[src/hw/rtl/nfsa_pkg.sv]
package nfsa_pkg;

    localparam int SLOTS_DEF = 4096;
    localparam int WORD_BITS = 32;
    localparam int BIT_W     = $clog2(WORD_BITS);

    typedef enum logic [1:0] {
        CMD_ALLOC   = 2'd0,
        CMD_RELEASE = 2'd1,
        CMD_CLEAR   = 2'd2,
        CMD_RECOUNT = 2'd3
    } t_cmd;

    typedef enum logic [1:0] {
        ST_OK       = 2'd0,
        ST_FULL     = 2'd1,
        ST_WAS_FREE = 2'd2
    } t_status;

    typedef struct packed {
        t_cmd        command;
        logic [11:0] slot_in;
    } t_in;

    typedef struct packed {
        t_status     status;
        logic [11:0] slot_out;
        logic [12:0] free_count_out;
    } t_out;

    typedef enum logic [2:0] {
        S_INIT,
        S_IDLE,
        S_RD,
        S_CHK,
        S_WIPE,
        S_DONE
    } t_state;

    // controller -> datapath
    typedef struct packed {
        logic load;
        logic rd;
        logic chk;
        logic wipe;
        logic out_load;
    } t_ctl;

    // datapath -> controller
    typedef struct packed {
        logic skip;
        logic chk_done;
        logic wipe_last;
        logic out_free;
    } t_sts;

    function automatic logic [3:0] popcnt8(input logic [7:0] v);
        logic [3:0] n;
        n = '0;
        for (int i = 0; i < 8; i++) begin
            n = n + 4'(v[i]);
        end
        return n;
    endfunction

    function automatic logic [5:0] popcnt32(input logic [31:0] v);
        return 6'(popcnt8(v[7:0])) + 6'(popcnt8(v[15:8]))
             + 6'(popcnt8(v[23:16])) + 6'(popcnt8(v[31:24]));
    endfunction

endpackage

[src/hw/rtl/nfsa_ctrl.sv]
module nfsa_ctrl import nfsa_pkg::*; (
    input  logic   i_clk,
    input  logic   i_rst_n,
    input  logic   i_in_valid,
    input  t_cmd   i_cmd,
    input  t_sts   i_sts,
    output logic   o_in_ready,
    output t_ctl   o_ctl
);

    t_state r_state;
    t_state n_state;

    always_ff @(posedge i_clk) begin
        if (!i_rst_n) begin
            r_state <= S_INIT;
        end else begin
            r_state <= n_state;
        end
    end

    always_comb begin
        n_state = r_state;
        unique case (r_state)
            S_INIT: begin
                if (i_sts.wipe_last) n_state = S_IDLE;
            end
            S_IDLE: begin
                if (i_in_valid) begin
                    unique case (i_cmd) inside
                        CMD_ALLOC, CMD_RELEASE: n_state = i_sts.skip ? S_DONE : S_RD;
                        CMD_CLEAR:              n_state = S_WIPE;
                        CMD_RECOUNT:            n_state = S_RD;
                        default:                n_state = S_RD;
                    endcase
                end
            end
            S_RD:   n_state = S_CHK;
            S_CHK:  n_state = i_sts.chk_done ? S_DONE : S_RD;
            S_WIPE: begin
                if (i_sts.wipe_last) n_state = S_DONE;
            end
            S_DONE: begin
                if (i_sts.out_free) n_state = S_IDLE;
            end
            default: n_state = S_IDLE;
        endcase
    end

    always_comb begin
        o_ctl      = '0;
        o_in_ready = 1'b0;
        unique case (r_state)
            S_INIT: o_ctl.wipe = 1'b1;
            S_IDLE: begin
                o_in_ready = 1'b1;
                o_ctl.load = i_in_valid;
            end
            S_RD:   o_ctl.rd = 1'b1;
            S_CHK:  o_ctl.chk = 1'b1;
            S_WIPE: o_ctl.wipe = 1'b1;
            S_DONE: o_ctl.out_load = i_sts.out_free;
            default: o_ctl = '0;
        endcase
    end

    // every word check works on data fetched the cycle before
    a_chk_after_rd: assert property (@(posedge i_clk) disable iff (!i_rst_n)
        r_state == S_CHK |-> $past(r_state) == S_RD)
        else $error("word check without a read");

    a_rd_then_chk: assert property (@(posedge i_clk) disable iff (!i_rst_n)
        r_state == S_RD |=> r_state == S_CHK)
        else $error("read not followed by a word check");

    a_done_entry: assert property (@(posedge i_clk) disable iff (!i_rst_n)
        (r_state == S_DONE && $past(r_state) != S_DONE) |->
        ($past(r_state) == S_IDLE || $past(r_state) == S_CHK || $past(r_state) == S_WIPE))
        else $error("unexpected entry into result state");

endmodule

[src/hw/rtl/nfsa_dp.sv]
module nfsa_dp import nfsa_pkg::*; #(
    parameter int SLOTS = SLOTS_DEF
) (
    input  logic   i_clk,
    input  logic   i_rst_n,
    input  t_in    i_in,
    input  t_ctl   i_ctl,
    input  logic   i_out_ready,
    output t_sts   o_sts,
    output logic   o_out_valid,
    output t_out   o_out
);

    localparam int NW        = (SLOTS + WORD_BITS - 1) / WORD_BITS;
    localparam int WW        = (NW > 1) ? $clog2(NW) : 1;
    localparam int KW        = $clog2(NW + 1);
    localparam int CW        = $clog2(SLOTS + 1);
    localparam int LAST_BITS = SLOTS - (NW - 1) * WORD_BITS;
    localparam logic [WORD_BITS-1:0] LAST_MASK = {WORD_BITS{1'b1}} >> (WORD_BITS - LAST_BITS);

    // bitmap, one flag per slot, WORD_BITS slots per word
    logic [WORD_BITS-1:0] mem [NW];

    logic [WW-1:0]        r_addr,       n_addr;
    logic [KW-1:0]        r_k,          n_k;
    logic [WW-1:0]        r_ptr_word,   n_ptr_word;
    logic [BIT_W-1:0]     r_ptr_bit,    n_ptr_bit;
    logic [CW-1:0]        r_free_count, n_free_count;
    logic                 r_out_valid,  n_out_valid;
    t_cmd                 r_cmd,        n_cmd;
    logic [BIT_W-1:0]     r_bit,        n_bit;
    t_status              r_status,     n_status;
    t_out                 r_out,        n_out;
    logic [WORD_BITS-1:0] r_rdata;

    logic                 in_range;
    logic                 last_word;
    logic                 k_end;
    logic [WW-1:0]        addr_next;
    logic [WORD_BITS-1:0] lo_mask;
    logic [WORD_BITS-1:0] scan_mask;
    logic [WORD_BITS-1:0] valid_mask;
    logic [WORD_BITS-1:0] cand;
    logic                 found;
    logic [BIT_W-1:0]     found_bit;
    logic [5:0]           zeros;
    logic                 mem_we;
    logic [WORD_BITS-1:0] mem_wdata;

    assign in_range   = 32'(i_in.slot_in) < 32'(SLOTS);
    assign last_word  = r_addr == WW'(NW - 1);
    assign k_end      = r_k == KW'(NW);
    assign addr_next  = last_word ? '0 : r_addr + WW'(1);
    assign valid_mask = last_word ? LAST_MASK : '1;
    assign lo_mask    = {WORD_BITS{1'b1}} << r_bit;

    // first lap starts at the pointer bit; the final visit of the start
    // word covers only the bits below it
    always_comb begin
        if (r_k == '0) begin
            scan_mask = lo_mask;
        end else if (k_end) begin
            scan_mask = ~lo_mask;
        end else begin
            scan_mask = '1;
        end
    end

    assign cand  = ~r_rdata & scan_mask & valid_mask;
    assign found = |cand;
    assign zeros = popcnt32(~r_rdata & valid_mask);

    always_comb begin
        found_bit = '0;
        for (int i = WORD_BITS - 1; i >= 0; i--) begin
            if (cand[i]) found_bit = BIT_W'(i);
        end
    end

    always_comb begin
        o_sts.skip      = (i_in.command == CMD_ALLOC && r_free_count == '0)
                       || (i_in.command == CMD_RELEASE && !in_range);
        o_sts.wipe_last = last_word;
        o_sts.out_free  = !r_out_valid || i_out_ready;
        case (r_cmd)
            CMD_ALLOC:   o_sts.chk_done = found || k_end;
            CMD_RECOUNT: o_sts.chk_done = last_word;
            default:     o_sts.chk_done = 1'b1;
        endcase
    end

    always_comb begin
        n_addr       = r_addr;
        n_k          = r_k;
        n_ptr_word   = r_ptr_word;
        n_ptr_bit    = r_ptr_bit;
        n_free_count = r_free_count;
        n_cmd        = r_cmd;
        n_bit        = r_bit;
        n_status     = r_status;
        n_out        = r_out;
        n_out_valid  = r_out_valid && !i_out_ready;
        mem_we       = 1'b0;
        mem_wdata    = '0;

        if (i_ctl.load) begin
            n_cmd    = i_in.command;
            n_k      = '0;
            n_status = (i_in.command == CMD_ALLOC && r_free_count == '0) ? ST_FULL : ST_OK;
            case (i_in.command)
                CMD_ALLOC: begin
                    n_addr = r_ptr_word;
                    n_bit  = r_ptr_bit;
                end
                CMD_RELEASE: begin
                    n_addr = WW'(i_in.slot_in >> BIT_W);
                    n_bit  = i_in.slot_in[BIT_W-1:0];
                end
                CMD_CLEAR: begin
                    n_addr       = '0;
                    n_ptr_word   = '0;
                    n_ptr_bit    = '0;
                    n_free_count = CW'(SLOTS);
                end
                default: begin
                    n_addr       = '0;
                    n_free_count = '0;
                end
            endcase
        end

        if (i_ctl.wipe) begin
            mem_we = 1'b1;
            n_addr = addr_next;
        end

        if (i_ctl.chk) begin
            case (r_cmd)
                CMD_ALLOC: begin
                    if (found) begin
                        mem_we       = 1'b1;
                        mem_wdata    = r_rdata | (WORD_BITS'(1) << found_bit);
                        n_ptr_word   = r_addr;
                        n_ptr_bit    = found_bit;
                        n_free_count = r_free_count - CW'(1);
                    end else if (k_end) begin
                        n_status = ST_FULL;
                    end else begin
                        n_k    = r_k + KW'(1);
                        n_addr = addr_next;
                    end
                end
                CMD_RELEASE: begin
                    if (r_rdata[r_bit]) begin
                        mem_we    = 1'b1;
                        mem_wdata = r_rdata & ~(WORD_BITS'(1) << r_bit);
                        if (r_free_count < CW'(SLOTS)) begin
                            n_free_count = r_free_count + CW'(1);
                        end
                    end else begin
                        n_status = ST_WAS_FREE;
                    end
                end
                CMD_RECOUNT: begin
                    n_free_count = r_free_count + CW'(zeros);
                    n_addr       = addr_next;
                end
                default: n_status = ST_OK;
            endcase
        end

        if (i_ctl.out_load) begin
            n_out_valid          = 1'b1;
            n_out.status         = r_status;
            n_out.slot_out       = 12'({r_ptr_word, r_ptr_bit});
            n_out.free_count_out = 13'(r_free_count);
        end
    end

    always_ff @(posedge i_clk) begin
        if (!i_rst_n) begin
            r_addr       <= '0;
            r_k          <= '0;
            r_ptr_word   <= '0;
            r_ptr_bit    <= '0;
            r_free_count <= CW'(SLOTS);
            r_out_valid  <= 1'b0;
        end else begin
            r_addr       <= n_addr;
            r_k          <= n_k;
            r_ptr_word   <= n_ptr_word;
            r_ptr_bit    <= n_ptr_bit;
            r_free_count <= n_free_count;
            r_out_valid  <= n_out_valid;
        end
    end

    always_ff @(posedge i_clk) begin
        r_cmd    <= n_cmd;
        r_bit    <= n_bit;
        r_status <= n_status;
        r_out    <= n_out;
    end

    always_ff @(posedge i_clk) begin
        if (mem_we) begin
            mem[r_addr] <= mem_wdata;
        end
        if (i_ctl.rd) begin
            r_rdata <= mem[r_addr];
        end
    end

    assign o_out_valid = r_out_valid;
    assign o_out       = r_out;

    a_count_max: assert property (@(posedge i_clk) disable iff (!i_rst_n)
        r_free_count <= CW'(SLOTS))
        else $error("free count above slot total");

    a_ptr_range: assert property (@(posedge i_clk) disable iff (!i_rst_n)
        32'({r_ptr_word, r_ptr_bit}) < 32'(SLOTS))
        else $error("search pointer out of range");

    a_grant_count: assert property (@(posedge i_clk) disable iff (!i_rst_n)
        (i_ctl.chk && r_cmd == CMD_ALLOC && found) |=>
        r_free_count == $past(r_free_count) - CW'(1))
        else $error("grant did not take one from the free count");

endmodule

[src/hw/rtl/next_fit_slot_allocator.sv]
// Channel | Dir | Handshake                 | Beat
// in      | in  | i_in_valid / o_in_ready   | i_in   (command, slot_in)
// out     | out | o_out_valid / i_out_ready | o_out  (status, slot_out, free_count_out)
//
// One item at a time. Allocate reads and checks bitmap words in turn (32 slots per
// word, up to SLOTS/32 + 1 words), release one word; a full allocate or an
// out-of-range release skips the memory; recount reads every word, clear writes
// every word, all through the single-port bitmap memory (one word read or written
// per cycle). After reset a clearing pass over the bitmap runs before the first
// beat is taken. The output register lets the next beat in while a result waits;
// a stalled output only holds the block once it has the following result ready.
module next_fit_slot_allocator import nfsa_pkg::*; #(
    parameter int SLOTS = SLOTS_DEF
) (
    input  logic i_clk,
    input  logic i_rst_n,
    input  logic i_in_valid,
    output logic o_in_ready,
    input  t_in  i_in,
    output logic o_out_valid,
    input  logic i_out_ready,
    output t_out o_out
);

    t_ctl ctl;
    t_sts sts;

    nfsa_ctrl u_ctrl (
        .i_clk      (i_clk),
        .i_rst_n    (i_rst_n),
        .i_in_valid (i_in_valid),
        .i_cmd      (i_in.command),
        .i_sts      (sts),
        .o_in_ready (o_in_ready),
        .o_ctl      (ctl)
    );

    nfsa_dp #(
        .SLOTS (SLOTS)
    ) u_dp (
        .i_clk       (i_clk),
        .i_rst_n     (i_rst_n),
        .i_in        (i_in),
        .i_ctl       (ctl),
        .i_out_ready (i_out_ready),
        .o_sts       (sts),
        .o_out_valid (o_out_valid),
        .o_out       (o_out)
    );

endmodule

[config.mk]
export PLATFORM = sky130hd
export DESIGN_NAME = next_fit_slot_allocator
export DESIGN_NICKNAME = d
export VERILOG_FILES = /design/src/hw/rtl/nfsa_pkg.sv /design/src/hw/rtl/nfsa_ctrl.sv /design/src/hw/rtl/nfsa_dp.sv /design/src/hw/rtl/next_fit_slot_allocator.sv
export SDC_FILE = /design/constraint.sdc
export NUM_CORES = 2
export LEC_CHECK = 0
export BUFFER_PORTS_ARGS = -buffer_cell sky130_fd_sc_hd__buf_2
export CAP_MARGIN = 5
export CORE_MARGIN = 8
export CORE_UTILIZATION = 55
export DETAILED_ROUTE_END_ITERATION = 16
export PLACE_DENSITY = 0.7
export SLEW_MARGIN = 20
export SYNTH_ARGS = -nofsm -noshare
export SYNTH_HDL_FRONTEND = slang
export SYNTH_SLANG_ARGS = --single-unit
[constraint.sdc]
create_clock -name i_clk -period 17.75 [get_ports i_clk]
set_input_delay 3.55 -clock i_clk [delete_from_list [all_inputs] [get_ports i_clk]]
set_output_delay 3.55 -clock i_clk [all_outputs]
set_load 0.02 [all_outputs]
==> metrics <==
status finished, violations left; failing checks DRC; Routed Antenna Nets 0; total global-route track usage 31.23%; largest net degree at the start of global routing 111; Pwr Density 113.9 nW/um^2; core region area 284,700 sq um; required time worst endpoint 18.53 ns; proportion of register bits with asynchronous set or reset after synthesis 0%; CP max FO 5; clock latency at the later pin of the worst-skew pair 0.94 ns; post-CTS setup buffer count 0; number of buffers inserted for hold repair after clock tree synthesis 0; normalized max-slew margin 10.28%; leakage power 55.28 nW; FF+latch count, synth 4,208; top flip-flop cell by instance count after synthesis sky130_fd_sc_hd__edfxtp_1; type of element launching the critical path flop; Syn Area/Cell 17.77 sq um; share of layout cells above drive strength 1 13.10%; Crit. End Element flop; fraction of the cycle the final worst path needs 40.32%; worst-case vdd ir drop 83.00 uV; number of enable-type register cells in the synthesized netlist 4,162; Max Clock Freq 139.7 MHz; floorplan die area 303,300 sq um; Worst-path clk slew 0.06 ns; via count of the first global-routing pass 88,986; Synth Net Count 8,924; number of max-cap violations 0; Cell variety after synth 88; antenna violations before repair 46; cell depth of the worst flop-to-flop path 25; via count of the routed design 94,515; Hold Crit Depth 0; sink count of the clock tree 4,208; final net count 9,111; unrepaired setup endpoints after global routing no; Final Hold Viols 0; area added between synthesis and finish 12.97%; die outline width 550.7 um; die outline height 550.7 um; row count 196; number of CTS-inserted buffers 403; Pre-Repair DR Iteration Count 7; post-route worst setup slack 10.59 ns; Post-CTS Resized 0; TritonCTS clock tree done; fraction of the core area covered by cells at the end of the flow 62.39%; post-route DRC violation count 2; slew at the pin closest to its max-slew limit 1.340 ns; HPWL Detailed 278,100 um; number of buffers between clock root and the deepest sink 4; arrival time reported for the critical path endpoint 7.94 ns; Pins Over Slew Limit 0; Final Skew 0.06481 ns; final total power 0.02023 W; weighted congestion at the end of routability-driven global placement 1.004; final wirelength 488,100 um; iteration-0 DRC count of the detailed router 15,987; Vias per Instance 7.190; post-place instance area 164,300 sq um; minimum period implied by the final worst setup slack 7.157 ns; starting density of the core 55.23%; post-synthesis sequential area ratio 80.07%; sum of overflow across all layers after global routing 0; classification of the worst-slack hold path reg -> reg; pre-CTS WS 10.72 ns; global-route wire length before repair 677,100 um; cell area after synthesis 157,200 sq um; number of port buffers 46; Post-Route Setup TNS 0 ns; H-Tree Level Count 5; Final Setup Violations 0; worst setup path class reg -> reg; Yosys warning total 0; number of primary I/O pins 47; Synth Instances 8,848; Finished Cell Area 177,600 sq um; Root Buffer Master sky130_fd_sc_hd__clkbuf_16; average wire length per cell after detail routing 37.13 um
==> synth_stat cells, types with 62 or more instances <==
cell	instances	area, sq um
sky130_fd_sc_hd__edfxtp_1	4162	125000
sky130_fd_sc_hd__a22oi_1	1305	9797
sky130_fd_sc_hd__clkbuf_1	459	1723
sky130_fd_sc_hd__a22o_1	393	3442
sky130_fd_sc_hd__a221oi_1	392	3433
sky130_fd_sc_hd__a31oi_1	324	2027
sky130_fd_sc_hd__nand4_1	210	1314
sky130_fd_sc_hd__o21ai_0	162	810.8
sky130_fd_sc_hd__a21oi_1	152	760.7
sky130_fd_sc_hd__buf_1	144	540.5
sky130_fd_sc_hd__nor2_1	127	476.7
sky130_fd_sc_hd__nand2_1	117	439.2
sky130_fd_sc_hd__nor2_2	80	500.5
sky130_fd_sc_hd__nand3_1	68	340.3
sky130_fd_sc_hd__inv_1	63	236.5
sky130_fd_sc_hd__nor4_1	62	387.9
==> per-layer routing <==
metal  GRT usage, %  up-vias  wire length (um)
li1               -    37907                 -
met1          41.58    47902            171400
met2          46.39     7461            215300
met3          8.696     1227             66290
met4          18.45       18             34980
met5              0        -               115
==> path summary, 6_finish.rpt <==
check | start | to | slack [ns]
worst max-delay path | u_dp.r_rdata[8]$_DFFE_PP_ | u_dp.r_free_count[9]$_SDFF_PN0_ | 10.59
worst min-delay path | u_dp.r_status[0]$_DFF_P_ | u_dp.o_out[25]$_DFFE_PP_ | 0.44
worst max register to register | u_dp.r_rdata[8]$_DFFE_PP_ | u_dp.r_free_count[9]$_SDFF_PN0_ | 10.59
worst min register to register | u_dp.r_status[0]$_DFF_P_ | u_dp.o_out[25]$_DFFE_PP_ | 0.44
==> cell families (layout without fill, tap and decap cells) <==
logic type	after synthesis	in the layout	synth area share (%)
AO/OA/AOI/OAI	2950	2950	14.07
XOR/XNOR	43	43	0.2395
adder cells (fa/ha/maj)	58	58	0.5713
buffers and inverters	700	1212	1.748
flip-flops	4208	4208	80.07
multiplexers	32	32	0.2721
other	0	23	0
AND/OR/NAND/NOR	857	857	3.027
==> cell type report <==
type	count	area, sq um
well taps	3762	4707
flip-flops and latches	4208	125900
repair buffers	416	3877
clock buffers	492	10500
inverters	66	247.7
clock inverters	238	2405
multi-input cells	3940	29920
fillers	19367	107100
diodes	23	57.56
==> power breakdown <==
group	leakage (nW)	total [W]	internal [W]	switching, W
clock	6.29	0.00848	0.00484	0.00364
combinational	9.99	0.000962	0.000250	0.000712
sequential	39.0	0.0108	0.0108	0.00000953
total	55.3	0.0202	0.0159	0.00436
==> critical path, stage by stage, from the launching register on <==
cell                        delay [ns]
sky130_fd_sc_hd__edfxtp_1         0.43
sky130_fd_sc_hd__inv_1            0.09
sky130_fd_sc_hd__ha_1             0.32
sky130_fd_sc_hd__fa_1             0.52
sky130_fd_sc_hd__inv_1            0.05
sky130_fd_sc_hd__fa_1             0.45
sky130_fd_sc_hd__fa_1             0.48
sky130_fd_sc_hd__fa_1             0.56
sky130_fd_sc_hd__inv_1            0.06
sky130_fd_sc_hd__fa_1             0.49
sky130_fd_sc_hd__inv_1            0.05
sky130_fd_sc_hd__fa_1             0.47
sky130_fd_sc_hd__inv_1            0.04
sky130_fd_sc_hd__ha_1             0.20
sky130_fd_sc_hd__fa_1             0.46
sky130_fd_sc_hd__a21o_1           0.20
sky130_fd_sc_hd__a21o_1           0.20
sky130_fd_sc_hd__ha_1             0.24
sky130_fd_sc_hd__or3_1            0.38
sky130_fd_sc_hd__o2111ai_1        0.21
sky130_fd_sc_hd__nor2_1           0.14
sky130_fd_sc_hd__xor2_1           0.18
sky130_fd_sc_hd__a221oi_1         0.32
sky130_fd_sc_hd__o21ai_0          0.17
sky130_fd_sc_hd__a22oi_1          0.22
sky130_fd_sc_hd__a21oi_1          0.07
==> stage by stage <==
step / instances / hold slack (ns)
4_1_cts: 13109 / 0.4407
6_report: 13145 / 0.4428
3_3_place_gp: 12358 / 0.4142
3_5_place_dp: 12379 / 0.4268
5_1_grt: 13127 / 0.4658
2_1_floorplan: 8848 / 0.4064
==> layout by cell type (no fill, tap or decap), drive strengths merged, types with 46 or more instances in the layout <==
master and count:
dfxtp 46, nand2 126, a21oi 152, nor4 63, a22o 393, o211ai 53, buf 416, a221oi 392
nand3 68, a31oi 324, clkbuf 492, clkinv 173, edfxtp 4162, inv 75, o21ai 164, nand4 210
a22oi 1305, nor2 207
==> registers in the layout, indices dropped and copies added, names as in the netlist, 7 cells and up <==
name,count
u_dp.r_rdata,32
u_dp.r_addr,7
u_dp.r_ptr_word,7
u_dp.r_free_count,13
u_dp.o_out,27
u_dp.r_k,8
u_dp.mem,4096
(Power assumes the default switching activity.)
